**src/hdl/psa_ram.sv**
```systemverilog
// generic simple dual port ram with registered read
module psa_ram #(
    parameter int WIDTH = 8,
    parameter int DEPTH = 256
) (
    input  logic                     i_clk,
    input  logic                     i_we,
    input  logic [$clog2(DEPTH)-1:0] i_waddr,
    input  logic [WIDTH-1:0]         i_wdata,
    input  logic                     i_re,
    input  logic [$clog2(DEPTH)-1:0] i_raddr,
    output logic [WIDTH-1:0]         o_rdata
);
    logic [WIDTH-1:0] r_mem [DEPTH];
    logic [WIDTH-1:0] r_rdata;

    always_ff @(posedge i_clk) begin
        if (i_we) begin
            r_mem[i_waddr] <= i_wdata;
        end
        if (i_re) begin
            r_rdata <= r_mem[i_raddr];
        end
    end

    assign o_rdata = r_rdata;
endmodule

```
**config.mk**
```make
export PLATFORM = sky130hd
export DESIGN_NAME = psa_ram
export DESIGN_NICKNAME = d
export VERILOG_FILES = /design/src/hdl/psa_ram.sv
export SDC_FILE = /design/constraint.sdc
export NUM_CORES = 2
export LEC_CHECK = 0
export BUFFER_PORTS_ARGS = -buffer_cell sky130_fd_sc_hd__buf_2
export CORE_ASPECT_RATIO = 2
export CORE_UTILIZATION = 50
export CTS_BUF_LIST = sky130_fd_sc_hd__clkbuf_8
export DETAILED_ROUTE_END_ITERATION = 12
export GPL_TIMING_DRIVEN = 0
export PLACE_DENSITY = 0.65
export SLEW_MARGIN = 10
export SYNTH_ARGS = -nofsm -noshare
export SYNTH_HDL_FRONTEND = slang
export SYNTH_SLANG_ARGS = --single-unit
```
**constraint.sdc**
```tcl
create_clock -name i_clk -period 2.25 [get_ports i_clk]
set_input_delay 0.1125 -clock i_clk [delete_from_list [all_inputs] [get_ports i_clk]]
set_output_delay 0.1125 -clock i_clk [all_outputs]
set_load 0.02 [all_outputs]
```
Word level (Yosys, flattened, before mapping)
Memory sizes are Yosys's and may differ from the RTL's. A register that Yosys moved wholly into a read port is not among the register bits.
Index checks and enable logic that the tools add are counted.
- muxes and demuxes: 2
- operators with widths (cell ; number):
    two-way mux 1 bit ; 2
- bits in registers: 0
- output and inout bits: 8
- bits of input ports: 27
- logic and storage cells: 3
- RAM bits: 2048
- memories kept: 1
- memories (name ; words ; width ; read ports ; clocked after memory_dff ; write ports ; RTL line ; text):
    r_mem ; 256 ; 8 ; 1 ; 1 ; 1 ; 14 ; logic [WIDTH-1:0] r_mem [DEPTH];

Depth between registers and ports, before layout
- depth in word-level cells: 2
- mapped depth: 11
- mapped depth without buffers: 6

Least setup slack after synthesis
OpenSTA, ideal clock, no wires.
- path kind: input-to-reg
- from: in i_raddr[0]
- to: reg r_rdata[2], in the netlist o_rdata[2], read port of r_mem (data pin)
- path buffers: 4
- setup slack: 0.061 ns
- stages on the path: 9
- required time: 1.981 ns
- arrival: 1.920 ns
- library setup time: 0.269 ns
- cell sequence: buf_6 buf_12 buf_8 buf_2 mux4_2 a22oi_1 a21oi_1 nor4_1 nor4_2
- RTL lines (item ; RTL line ; text):
    from (decl) ; 11 ; input logic [$clog2(DEPTH)-1:0] i_raddr,
    to (decl) ; 15 ; logic [WIDTH-1:0] r_rdata;

==> results.md <==
* Outcome: complete, but fails checks
* Failing checks: negative setup slack
* Clock power share at about 37%
* Die Ht at between 500 and 600 um
* Slew headroom at between 10% and 20%
* Die W at 284 um
* Top cell type's share of synthesized area at 77.5%
* Share of power burned in registers at a little under three fifths
* Largest net degree at the start of global routing at 143
* Final instance area at 89900 um2
* Synth unique cells at 54
* Worst-path clk slew at 70 ps
* Post-Syn Nets at ~3.8k
* Vias in the first global route at 42.8k
* Top Ports at 35
* Wirelength per Cell at 39.0 um
* Post-synth EDFFs at 2056
* Hold Slack at just under 70 ps
* Global placer's final weighted congestion at a little over 1
* Largest area contributor in the netlist: edfxtp_1
* CTS tree: yes
* Post-synthesis cell count at 3733
* Max-cap viol count at 0
* Setup TNS at -14440 ps
* Mapped Area at 79600 um2
* Share of cells above drive strength 1 at between 30 and 40%
* All-Layer GR Usage at 31.0%
* Combinational share of power at 6.6%
* Initial Util at 50.5%
* Total Power at 75.0 mW
* Largest delay share family, worst path: buffers and inverters
* DRT antenna net count at 0
* Max Clock Skew at 69.9 ps
* Fin. Hold Viols at 0
* Nets at 4104
* DRC at 0
* Arrival time worst endpoint at 3330 ps
* Cell Chain, Critical Path: buf_2 -> buf_4 -> buf_4 -> clkbuf_4 -> mux4_2 -> o221ai_1 -> nor2_1 -> nor4_4 -> nor4_4
* CP required at 2880 ps
* Net Sw Frac at a little under a quarter
* Worst ir drop on vdd at 703 uV
* CP endpoint kind: flop
* Initial drt markers at approximately 5k
* Final Max Slew Viols at 0
* CTS buffer count at 279
* Sw Pwr at ~17 mW
* DP Worst Slack at -2800 ps
* FP Rows at 206
* Fmax achieved at 0.371 GHz
* Final setup margin at -449 ps
* Via density at 6.52
* Leading post-synthesis cells by cell area: edfxtp_1 78%, mux4_2 13%, mux2i_1 1.7%
* CP Max Fanout at 10
* Dpl hpwl at roughly 170 mm
* Root buffer cell: clkbuf_8
* Initial antenna violation count at 8
* Seq/Total Area, Yosys at around 78%
* RSZ-0062 raised after global routing: yes
* Placed cells at 5863
* Fin cells at 6368
* Hold crit path type: input port to flop
* Critical path buffers and inverters at 4
* Delay of the slowest critical-path stage at 750 ps
* Critical path type: input port to flop
* Die Area at approximately 160000 um2
* Slowest stage cell, crit path: nor4_4
* Pwr dens at around 830 nW/um2
* TritonRoute pass-1 iters at 7
* Worst Tran Pin Value at 1280 ps
* Post-synthesis async set-or-reset flop share at 0%
* Clock Path Buffers at 4
* P_int at 57.6 mW
* Final period utilization at 120%
* CTS H-Tree Depth at 5
* Synthesized flop and latch total at 2056
* # port buffers at 27
* DRT Wirelength at 248 mm
* Avg Inst Size Synth at 21.3 um2
* Skew-Pair Late Insertion Delay at 930 ps
* Routed vias at 41.5k
* Tmin final at 2700 ps
* Final setup vio count at between 300 and 400
* Placed Instance Area at 83100 um2
* Core area at 158000 um2
* Congestion Overflow GR at 0
* Yosys warnings at 0
* Static Leak at 27.8 nW
* Clk sinks at 2056
* CP startpoint kind: input port
* Share of the core filled with cells at 57.0%
* First-pass GRT wire length at 337 mm
* Ys flop type: edfxtp_1
* Synth-to-Final Area Change at 12.8%
## cells in the mapped netlist (13+ instances only)
master,n
nand3_1,34
mux2i_1,134
o221ai_1,46
a21oi_1,96
buf_6,21
nor3_1,22
a221oi_1,13
buf_8,13
clkbuf_1,111
nor2b_1,31
edfxtp_1,2056
a211oi_1,16
buf_4,27
o22ai_1,28
buf_2,31
nor4_1,24
a22oi_1,133
nor2_1,282
nand2_1,33
mux4_2,454
buf_1,22
## path summary, 6_finish.rpt
check                         startpoint                    to  slack (ps)  depth (start not counted)
setup / recovery              i_raddr[1]  o_rdata[7]$_DFFE_PP_        -450                          9
hold / removal                      i_re  o_rdata[5]$_DFFE_PP_          70                          2
setup reg to reg  r_mem[86][7]$_DFFE_PP_  o_rdata[7]$_DFFE_PP_        -370                          5
hold reg to reg   r_mem[48][0]$_DFFE_PP_  o_rdata[0]$_DFFE_PP_        1360                          5
## layout make-up
type,instances,area [um2]
diodes,8,20.0
plain buffers,232,1690
clock buffers,288,3960
clock inverters,196,1270
fillers,11800,67900
inverters,2,11.3
multi-input cells,1442,17700
flip-flops and latches,2056,61700
well taps,2080,2600
repair buffers,64,888
## sequential cells by signal, indices dropped and copies added (netlist names)
name,flops
o_rdata,8
r_mem,2048
## timing repair
item	CTS	global route
hold buffers	9	0
endpoints found under the setup margin	487	920
setup buffers	2	3
hold endpoints to repair	1078	0
pin swaps	25	16
resized for setup	289	126
## cell usage in the layout (no fill, tap or decap), drive strengths merged, types with 47 or more instances in the layout
| cell | count |
|---|---|
| buf | 178 |
| a22oi | 133 |
| edfxtp | 2056 |
| a21oi | 96 |
| mux4 | 456 |
| inv | 86 |
| mux2i | 134 |
| nor2 | 282 |
| clkbuf | 395 |
| clkinv | 84 |
| o221ai | 47 |
## layer usage
layer	up-vias	track usage (%)	share of wire, %
met5	-	0	0.017
met3	812	6.05	7.9
met1	21800	32.0	30
met4	6	27.1	10
met2	2518	53.5	52
li1	16400	-	-
## power groups by stage
| stage | Sequential (mW) | Combinational, mW | Clock (mW) |
|---|---|---|---|
| 2_1_floorplan | 43.1 | 2.05 | 0 |
| 3_3_place_gp | 43.2 | 4.34 | 0 |
| 3_5_place_dp | 43.1 | 4.52 | 0 |
| 4_1_cts | 42.2 | 4.80 | 27.9 |
| 5_1_grt | 42.2 | 4.95 | 29.3 |
| 6_report | 42.2 | 4.92 | 27.8 |
## kinds of logic (layout without fill, tap and decap cells)
logic type	count (synthesis)	count (layout)	synth area share [%]
other cells	0	8	0
flops	2056	2056	77.5
simple gates	466	466	2.63
mux	591	591	14.6
buf+inv	235	782	1.83
compound gates	385	385	3.42
Power figures use the tool's default switching activity.
